`src/hdl/slm_pkg.sv`:
```
// shared constants and codes for the serpentine led matrix frame sender
`default_nettype none

package slm_pkg;

    localparam int SIDE_DEF = 8;
    localparam int OP_W     = 3;
    localparam int COORD_W  = 4;
    localparam int CHAN_W   = 8;
    localparam int COLOR_W  = 3 * CHAN_W;
    localparam int IN_W     = 2 * COORD_W + COLOR_W;

    localparam logic [OP_W-1:0] OP_STORE     = 3'd0;
    localparam logic [OP_W-1:0] OP_CLEAR     = 3'd1;
    localparam logic [OP_W-1:0] OP_CLEAR_ALL = 3'd2;
    localparam logic [OP_W-1:0] OP_START     = 3'd3;
    localparam logic [OP_W-1:0] OP_TICK      = 3'd4;

    typedef logic [COLOR_W-1:0] t_color;

endpackage

`default_nettype wire

```
`src/hdl/slm_ram.sv`:
```
// generic simple dual-port ram (one write port, one read port) with registered read
`default_nettype none

module slm_ram #(
    parameter int DATA_W = 24,
    parameter int DEPTH  = 64,
    parameter int ADDR_W = $clog2(DEPTH)
) (
    input  wire logic              i_clk,
    input  wire logic              i_we,
    input  wire logic [ADDR_W-1:0] i_waddr,
    input  wire logic [DATA_W-1:0] i_wdata,
    input  wire logic [ADDR_W-1:0] i_raddr,
    output logic      [DATA_W-1:0] o_rdata
);

    logic [DATA_W-1:0] r_mem [DEPTH];

    always_ff @(posedge i_clk) begin
        if (i_we) begin
            r_mem[i_waddr] <= i_wdata;
        end
        o_rdata <= r_mem[i_raddr];
    end

endmodule

`default_nettype wire

```
`src/hdl/serpentine_led_matrix_frame_sender.sv`:
```
// Serpentine LED matrix frame sender. Colours are kept in a SIDE x SIDE store
// addressed by chain position, with one lit flag per position. A store, clear or
// clear-all is done on acceptance and a blank tick goes on to the output step.
// A start send and the tick that emits a colour run a downward scan over the
// lit flags, one position per cycle; a colour tick reads the stored colour
// first. The input is not ready while an item is being worked on;
// a finished pixel waits in the output register, and a tick that makes a pixel
// also waits while the previous pixel there has not been taken.
`default_nettype none

module serpentine_led_matrix_frame_sender
    import slm_pkg::*;
#(
    parameter int SIDE = SIDE_DEF
) (
    input  wire logic              i_clk,
    input  wire logic              i_rst_n,
    input  wire logic              s_axis_tvalid,
    output logic                   s_axis_tready,
    input  wire logic [IN_W-1:0]   s_axis_tdata,  // row, col, green_in, red_in, blue_in
    input  wire logic [OP_W-1:0]   s_axis_tuser,  // operation
    output logic                   m_axis_tvalid,
    input  wire logic              m_axis_tready,
    output logic [COLOR_W-1:0]     m_axis_tdata,  // green_out, red_out, blue_out
    output logic                   m_axis_tlast,  // frame_end
    output logic [0:0]             m_axis_tuser   // send_done
);

    localparam int CELLS = SIDE * SIDE;
    localparam int PW    = $clog2(CELLS);
    localparam int CW    = PW + 1;

    localparam logic [1:0] ST_IDLE = 2'd0;
    localparam logic [1:0] ST_RD   = 2'd1;
    localparam logic [1:0] ST_SCAN = 2'd2;
    localparam logic [1:0] ST_OUT  = 2'd3;

    logic [1:0]        r_state, n_state;
    logic [CELLS-1:0]  r_lit, n_lit;
    logic [PW-1:0]     r_scan_pos, n_scan_pos;
    logic [PW-1:0]     r_blank, n_blank;
    logic              r_sending, n_sending;
    logic              r_cont, n_cont;
    logic [CW-1:0]     r_cnt, n_cnt;
    t_color            r_res, n_res;
    logic              r_res_last, n_res_last;
    logic              r_res_done, n_res_done;

    logic              r_ovalid, n_ovalid;
    t_color            r_odata, n_odata;
    logic              r_olast, n_olast;
    logic              r_odone, n_odone;

    logic [COORD_W-1:0] w_row, w_col, w_r0, w_c0;
    t_color             w_color;
    logic               w_in_range;
    logic [PW-1:0]      w_wpos;
    logic               w_accept;
    logic               w_we;
    t_color             w_rdata;
    logic [PW-1:0]      w_chk;

    assign w_row   = s_axis_tdata[COORD_W-1:0];
    assign w_col   = s_axis_tdata[2*COORD_W-1:COORD_W];
    assign w_color = s_axis_tdata[IN_W-1:2*COORD_W];
    assign w_r0    = w_row - COORD_W'(1);
    assign w_c0    = w_col - COORD_W'(1);

    assign w_in_range = (w_row != '0) && ({1'b0, w_row} <= (COORD_W+1)'(SIDE)) &&
                        (w_col != '0) && ({1'b0, w_col} <= (COORD_W+1)'(SIDE));

    assign w_wpos = w_r0[0] ? PW'(int'(w_r0) * SIDE + (SIDE - 1 - int'(w_c0)))
                            : PW'(int'(w_r0) * SIDE + int'(w_c0));

    assign s_axis_tready = (r_state == ST_IDLE);
    assign w_accept      = s_axis_tvalid && s_axis_tready;
    assign w_we          = w_accept && !r_sending && (s_axis_tuser == OP_STORE) && w_in_range;
    assign w_chk         = PW'(r_cnt - CW'(1));

    slm_ram #(
        .DATA_W (COLOR_W),
        .DEPTH  (CELLS)
    ) u_store (
        .i_clk   (i_clk),
        .i_we    (w_we),
        .i_waddr (w_wpos),
        .i_wdata (w_color),
        .i_raddr (r_scan_pos),
        .o_rdata (w_rdata)
    );

    always_comb begin
        n_state    = r_state;
        n_lit      = r_lit;
        n_scan_pos = r_scan_pos;
        n_blank    = r_blank;
        n_sending  = r_sending;
        n_cont     = r_cont;
        n_cnt      = r_cnt;
        n_res      = r_res;
        n_res_last = r_res_last;
        n_res_done = r_res_done;
        n_ovalid   = r_ovalid && !m_axis_tready;
        n_odata    = r_odata;
        n_olast    = r_olast;
        n_odone    = r_odone;

        unique case (r_state)
            ST_IDLE: begin
                if (w_accept) begin
                    if (s_axis_tuser == OP_TICK) begin
                        if (r_sending) begin
                            if (r_blank != '0) begin
                                n_blank    = r_blank - PW'(1);
                                n_res      = '0;
                                n_res_last = 1'b0;
                                n_res_done = 1'b0;
                                n_state    = ST_OUT;
                            end else begin
                                n_state = ST_RD;
                            end
                        end
                    end else if (!r_sending) begin
                        unique case (s_axis_tuser)
                            OP_STORE: begin
                                if (w_in_range) begin
                                    n_lit[w_wpos] = (w_color != '0);
                                end
                            end
                            OP_CLEAR: begin
                                if (w_in_range) begin
                                    n_lit[w_wpos] = 1'b0;
                                end
                            end
                            OP_CLEAR_ALL: begin
                                n_lit = '0;
                            end
                            OP_START: begin
                                n_cnt   = CW'(CELLS);
                                n_cont  = 1'b0;
                                n_state = ST_SCAN;
                            end
                            default: begin
                            end
                        endcase
                    end
                end
            end
            ST_RD: begin
                n_res      = w_rdata;
                n_res_last = 1'b1;
                n_cnt      = {1'b0, r_scan_pos};
                n_cont     = 1'b1;
                n_state    = ST_SCAN;
            end
            ST_SCAN: begin
                if (r_cnt == '0) begin
                    if (r_cont) begin
                        n_sending  = 1'b0;
                        n_scan_pos = '0;
                        n_blank    = '0;
                        n_res_done = 1'b1;
                        n_state    = ST_OUT;
                    end else begin
                        n_state = ST_IDLE;
                    end
                end else if (r_lit[w_chk]) begin
                    n_scan_pos = w_chk;
                    n_blank    = w_chk;
                    n_sending  = 1'b1;
                    n_res_done = 1'b0;
                    n_state    = r_cont ? ST_OUT : ST_IDLE;
                end else begin
                    n_cnt = r_cnt - CW'(1);
                end
            end
            ST_OUT: begin
                if (!r_ovalid || m_axis_tready) begin
                    n_ovalid = 1'b1;
                    n_odata  = r_res;
                    n_olast  = r_res_last;
                    n_odone  = r_res_done;
                    n_state  = ST_IDLE;
                end
            end
            default: begin
                n_state = ST_IDLE;
            end
        endcase
    end

    always_ff @(posedge i_clk) begin
        if (!i_rst_n) begin
            r_state    <= ST_IDLE;
            r_lit      <= '0;
            r_scan_pos <= '0;
            r_blank    <= '0;
            r_sending  <= 1'b0;
            r_cont     <= 1'b0;
            r_cnt      <= '0;
            r_ovalid   <= 1'b0;
        end else begin
            r_state    <= n_state;
            r_lit      <= n_lit;
            r_scan_pos <= n_scan_pos;
            r_blank    <= n_blank;
            r_sending  <= n_sending;
            r_cont     <= n_cont;
            r_cnt      <= n_cnt;
            r_ovalid   <= n_ovalid;
        end
        r_res      <= n_res;
        r_res_last <= n_res_last;
        r_res_done <= n_res_done;
        r_odata    <= n_odata;
        r_olast    <= n_olast;
        r_odone    <= n_odone;
    end

    assign m_axis_tvalid   = r_ovalid;
    assign m_axis_tdata    = r_odata;
    assign m_axis_tlast    = r_olast;
    assign m_axis_tuser[0] = r_odone;

    a_blank_idle: assert property (@(posedge i_clk) disable iff (!i_rst_n)
        !r_sending |-> (r_blank == '0))
        else $error("blank count left over outside a send");

    a_blank_bound: assert property (@(posedge i_clk) disable iff (!i_rst_n)
        r_blank <= r_scan_pos)
        else $error("blank count above scan position");

    a_lit_target: assert property (@(posedge i_clk) disable iff (!i_rst_n)
        r_sending |-> r_lit[r_scan_pos])
        else $error("send aimed at an unlit position");

    a_done_last: assert property (@(posedge i_clk) disable iff (!i_rst_n)
        (m_axis_tvalid && m_axis_tuser[0]) |-> m_axis_tlast)
        else $error("send done without frame end");

    a_out_load: assert property (@(posedge i_clk) disable iff (!i_rst_n)
        $rose(m_axis_tvalid) |-> ($past(r_state) == ST_OUT))
        else $error("output loaded outside the output step");

endmodule

`default_nettype wire
```
`config.mk`:
```
export PLATFORM = sky130hd
export DESIGN_NAME = serpentine_led_matrix_frame_sender
export DESIGN_NICKNAME = d
export VERILOG_FILES = /design/src/hdl/slm_pkg.sv /design/src/hdl/slm_ram.sv /design/src/hdl/serpentine_led_matrix_frame_sender.sv
export SDC_FILE = /design/constraint.sdc
export NUM_CORES = 2
export LEC_CHECK = 0
export ABC_AREA = 0
export BUFFER_PORTS_ARGS = -buffer_cell sky130_fd_sc_hd__buf_4
export CAP_MARGIN = 0
export CORE_UTILIZATION = 50
export DETAILED_ROUTE_END_ITERATION = 8
export GPL_TIMING_DRIVEN = 0
export PLACE_DENSITY = 0.79
export SLEW_MARGIN = 20
export SYNTH_ARGS = -nofsm -noshare
export SYNTH_HDL_FRONTEND = slang
export SYNTH_SLANG_ARGS = --single-unit
```
`constraint.sdc`:
```
create_clock -name i_clk -period 4.84 [get_ports i_clk]
set_input_delay 1.21 -clock i_clk [delete_from_list [all_inputs] [get_ports i_clk]]
set_output_delay 1.21 -clock i_clk [all_outputs]
set_load 0.02 [all_outputs]
```
Yosys cells after proc, flatten, opt, wreduce, memory -nomap -nowiden

Memory sizes are Yosys's and may differ from the RTL's. A register that Yosys moved wholly into a read port is not among the register bits.
Index checks and enable logic that the tools add are counted.

Flip-flop bits (word level): 140
RAM bits: 1,536
Memories: 1

Add/subtract/negate cells: 7
Magnitude comparators: 5
Equal/unequal tests: 25
Mux-type cells: 61
Bitwise logic cells: 4
Reduce and logical (&&, ||, !) cells: 33

Memories:

| memory        | depth | bits a word | read ports | clocked after Yosys merged registers in | write ports | RTL line      | RTL |
|---|---|---|---|---|---|---|---|
| u_store.r_mem | 64    | 24          | 1          | 1                                       | 1           | slm_ram.sv:17 | `logic [DATA_W-1:0] r_mem [DEPTH];` |

Operator list:

| operator             | count |
|---|---|
| $pmux W64 S3         | 1 |
| $mux W64             | 2 |
| $mux W24             | 4 |
| $and A64 B64 Y64     | 1 |
| $bwmux W64           | 1 |
| $not A64 Y64         | 1 |
| $mux W6              | 8 |
| $pmux W24 S2         | 1 |
| $mux W7              | 6 |
| $reduce_bool A24 Y1  | 1 |
| $pmux W7 S3          | 1 |
| $reduce_and A7 Y1    | 3 |
| $mux W1              | 20 |
| $mux W2              | 10 |
| $ne A2 B2 Y1 const B | 8 |
| $lt A6 B7 Y1 const B | 2 |
| $pmux W6 S2          | 1 |
| $ne A2 B1 Y1 const B | 5 |
| $reduce_and A5 Y1    | 2 |
| $logic_and A1 B1 Y1  | 9 |
| $ne A3 B3 Y1 const B | 3 |
| $le A4 B4 Y1 const B | 2 |
| $pmux W2 S4          | 1 |
| $reduce_bool A4 Y1   | 2 |
| 30 further kinds     | 40 |

Depth between registers and ports, before layout

Depth in word-level cells: 12
Gate-level depth with buffers: 15
Depth with buffers taken out: 12

By module

From an unflattened synthesis, not the netlist that was laid out.

Cells, all modules: 3,243
Area total of the unflattened synthesis: 66,207.2 µm²

Modules (own cells, without submodules):

| module                             | times used | cells each | area an instance (µm²) | seq. area each (µm²) |
|---|---|---|---|---|
| slm_ram                            | 1          | 2,609      | 59,316.9               | 46,604.7 |
| serpentine_led_matrix_frame_sender | 1          | 634        | 6,890.4                | 3,323.2 |

Least setup slack after synthesis

OpenSTA, ideal clock, no wires.

Kind: input -> register
Start: in s_axis_tdata[0]
End: mem u_store.r_mem[43][0], enable pin
Library setup time: 405 ps
Arrival time: 4,757 ps
Data required time: 4,435 ps
Path slack: -322 ps
Stages: 12
Buffers on the path: 2
Cell sequence: inv_1 > ha_1 > clkbuf_1 > inv_1 > ha_1 > a21oi_1 > mux2_4 > a22oi_4 > xor2_4 > nand3_4 > buf_6 > nor2_1

Word-level cells in the longest chain between the ends: 7
Elaborated cells on any way between the ends: 12

Ends and longest elaborated chain:

| element                                                               | RTL line                                 | RTL |
|---|---|---|
| from (decl)                                                           | serpentine_led_matrix_frame_sender.sv:20 | `input wire logic [IN_W-1:0] s_axis_tdata,` |
| parallel branches: the longest is 7 deep, another holds $add A6 B4 Y6 | --                                       |  |
| to (decl)                                                             | slm_ram.sv:17                            |  |

Several ways; the timed one is not identified.

Final worst setup path

Start: in s_axis_tdata[0]
End: mem u_store.r_mem[41][3], enable pin

The elaborated chain is that of the path after synthesis.

==> flow_summary.yaml <==
route:
  finalWirelength_um: 186000
  routedWlPerCell_um: 36.2
  first_pass_iters: 7
  drtIter0Drc: 5760
  vias: 34600
  drc: 0
  via_per_inst: 6.72
  antenna_left: 0
clock_tree:
  cts_root_buf: "clkbuf_16"
  cts.clk_slew.worst_paths_ns: 0.06
  cts_tree: "yes"
  clk_latency_ns: 0.80
  clock-sinks: 1700
  clockBufferDepth: 3
  ctsHoldBuffers: 0
  cts_resized: 0
  post_cts_buffers: 0
  cts_inserted_buffers: 161
  cts.htree.levels: 4
global_routing:
  grt_pass1_wl_um: 261000
  grt_max_degree: 66
  busiest_layer: "met2"
  grt_pass1_vias: 34600
  antenna_found_initial: 14
  gr-usage-met1_pct: 34.9
  use_met3_pct: 6.96
  grt.total_usage_pct: 28.3
  use_met2_pct: 45.5
  grt-ovfl-total: 0
logic_synthesis:
  syn_nets: 3016
  yosys_register_bits: 1700
  ys_warn_count: 0
  syn_area_sq_um: 66000
  ys_async_sr_fraction_pct: 0
  synth_edf_count: 1588
  syn-instance-count: 2965
  yosys_most_used_dff: "edfxtp_1"
  synthDistinctLibCells: 76
  avgSynthCellArea_sq_um: 22.3
  yosysSeqAreaShare_pct: 75.6
setup_path:
  reg2reg_from: "r_scan_pos[0]"
  arrival_ns: 5.07
  max_stage_delay_ns: 0.51
  end_kind: "flop"
  cp_max_fo: 13
  worstPathRequired_ns: 5.28
  path_class: "in -> reg"
  slowest_stage: "nor2_4"
  path_cells: "buf_4 > inv_1 > ha_1 > clkbuf_1 > inv_1 > ha_1 > a21oi_1 > mux2_4 > a22oi_4 > xor2_4 > nand3_4 > buf_6 > nor2_4 > buf_16"
  startpoint: "s_axis_tdata[0]"
  crit_path_start_kind: "primary input"
sta:
  min_period_over_period_pct: 95.8
  fin_crit_ns: 4.64
  hold_viol_final: 0
  whs_ns: 0.358
  slew_headroom_pct: 16.3
  worst_pin_slew_ns: 1.26
  fmax_mhz: 216
  fin_skew_ns: 0.0709
  tns_ns: 0
  drv_slew: 0
  setup_viol: 0
  rsz0062_at_grt: "no"
power:
  finalPower_mw: 29.6
  vdd_drop_max_mv: 0.288
  powerDensity_nw_per_um2: 389
  leakagePower_nw: 22.9
floorplan:
  initial_core_util_pct: 50.7
  die_h_um: 365
  die-width_um: 365
  dieArea_sq_um: 134000
  io_pins: 67
  design.core.area_sq_um: 130000
  std_cell_rows: 132
placed_design:
  dp.cells: 4838
  dp_hpwl_um: 110000
  place_congestion: 0.873
  port_buffers: 66
layout:
  layout.nets: 3313
  layout.cells.non_filler: 5138
  drive_gt1_share_pct: 30.9
  syn2layout_area_growth_pct: 15.2
min_path:
  min_path_type: "reg -> reg"
  min-delay-start: "r_res[2]"
run_status:
  status: "completed"
flow_run:
  max-cap-violations: 0
==> cells in the mapped netlist, types with 13 or more instances <==
| master | instances | share of area (%) |
|---|---|---|
| a21boi_0 | 24 | 0.27 |
| nor2b_1 | 13 | 0.12 |
| clkbuf_1 | 96 | 0.55 |
| and2_1 | 31 | 0.29 |
| mux4_2 | 516 | 18 |
| edfxtp_1 | 1588 | 72 |
| nor2_1 | 84 | 0.48 |
| o211ai_1 | 63 | 0.72 |
| a21boi_1 | 41 | 0.47 |
| dfxtp_1 | 112 | 3.4 |
| nand2_1 | 128 | 0.73 |
| inv_1 | 14 | 0.080 |
| buf_2 | 53 | 0.40 |
| mux2i_1 | 13 | 0.20 |
==> through the flow <==
step / utilization [%] / area [sq um] / setup slack, ns
6_report: 58.4 / 76100 / 0.205
3_5_place_dp: 54.4 / 70900 / -0.768
2_1_floorplan: - / 66000 / -0.322
3_3_place_gp: 52.7 / 68700 / -2.20
4_1_cts: 58.3 / 76000 / -0.109
5_1_grt: 58.4 / 76100 / 0.0466
==> cells in the final DEF (no fill, tap or decap), types with 7 or more instances in the layout <==
cell and instances:
a21boi_1 41, bufinv_16 7, a21boi_0 24, mux4_2 516
clkinv_1 29, buf_2 53, dfxtp_1 112, clkbuf_1 129
buf_4 67, buf_1 8, edfxtp_1 1588, clkbuf_16 161
o22ai_1 12, o211ai_1 63, buf_6 7, xnor2_1 8
nand2b_1 12, buf_16 52, nand2_1 128, o21ai_0 10
nor2_1 20, and2_1 31, buf_12 13, nor2_4 64
mux2i_1 13, a21oi_1 9, nand3_1 9, nor2b_1 12
ha_1 12, clkinv_2 24, inv_1 14, clkbuf_2 11
==> where the power goes <==
group | total [mW] | internal, mW | switching (mW) | leakage [nW]
Clock | 12.4 | 6.70 | 5.70 | 2.47
Sequential | 16.1 | 16.1 | 0.0345 | 15.2
Combinational | 1.08 | 0.284 | 0.796 | 5.19
==> sequential cells by signal, summed over array words and instances, names as in the netlist, 2 cells and up, named ones only <==
| register | flops |
|---|---|
| r_blank | 6 |
| m_axis_tdata | 24 |
| r_state | 2 |
| r_scan_pos | 6 |
| r_cnt | 7 |
| u_store.o_rdata | 24 |
| r_res | 24 |
| u_store.r_mem | 1536 |
==> logic make-up after synthesis <==
logic type / count (synthesis) / share of synthesized area [%]
flops: 1700 / 75.6
mux: 536 / 18.0
simple gates: 321 / 2.36
compound gates: 200 / 2.31
buf+inv: 180 / 1.19
xor+xnor: 16 / 0.292
fa+ha+maj: 12 / 0.227
==> path summary, 6_finish.rpt <==
path                            slack, ns  depth (start not counted)                    to
worst max-delay path                 0.20                         14  u_store.r_mem[41][3]
worst min-delay path                 0.36                          0       m_axis_tdata[2]
worst max register to register       0.59                          6   u_store.o_rdata[12]
worst min register to register       0.36                          0       m_axis_tdata[2]
==> worst max-delay path, delay by kind of cell <==
kind / cells / cell delay (ns)
buf+inv: 6 / 1.39
xor+xnor: 1 / 0.44
fa+ha+maj: 2 / 0.65
mux: 1 / 0.27
compound gates: 2 / 0.40
simple gates: 2 / 0.69
==> cell type report <==
class | count | area, sq um
Tap cell | 1742 | 2180
Buffer | 165 | 741
Fill cell | 8597 | 54200
Sequential cell | 1700 | 49900
Inverter | 15 | 58.8
Antenna cell | 2 | 5.00
Timing Repair Buffer | 134 | 2220
Clock inverter | 86 | 853
Multi-Input combinational cell | 1085 | 15800
Clock buffer | 209 | 4270
==> per-layer routing <==
metal	vias up	wire [um]
met4	8	12800
met2	2954	90000
met3	629	21800
li1	13100	-
met1	17900	61200
met5	-	53
(Power assumes the default switching activity.)
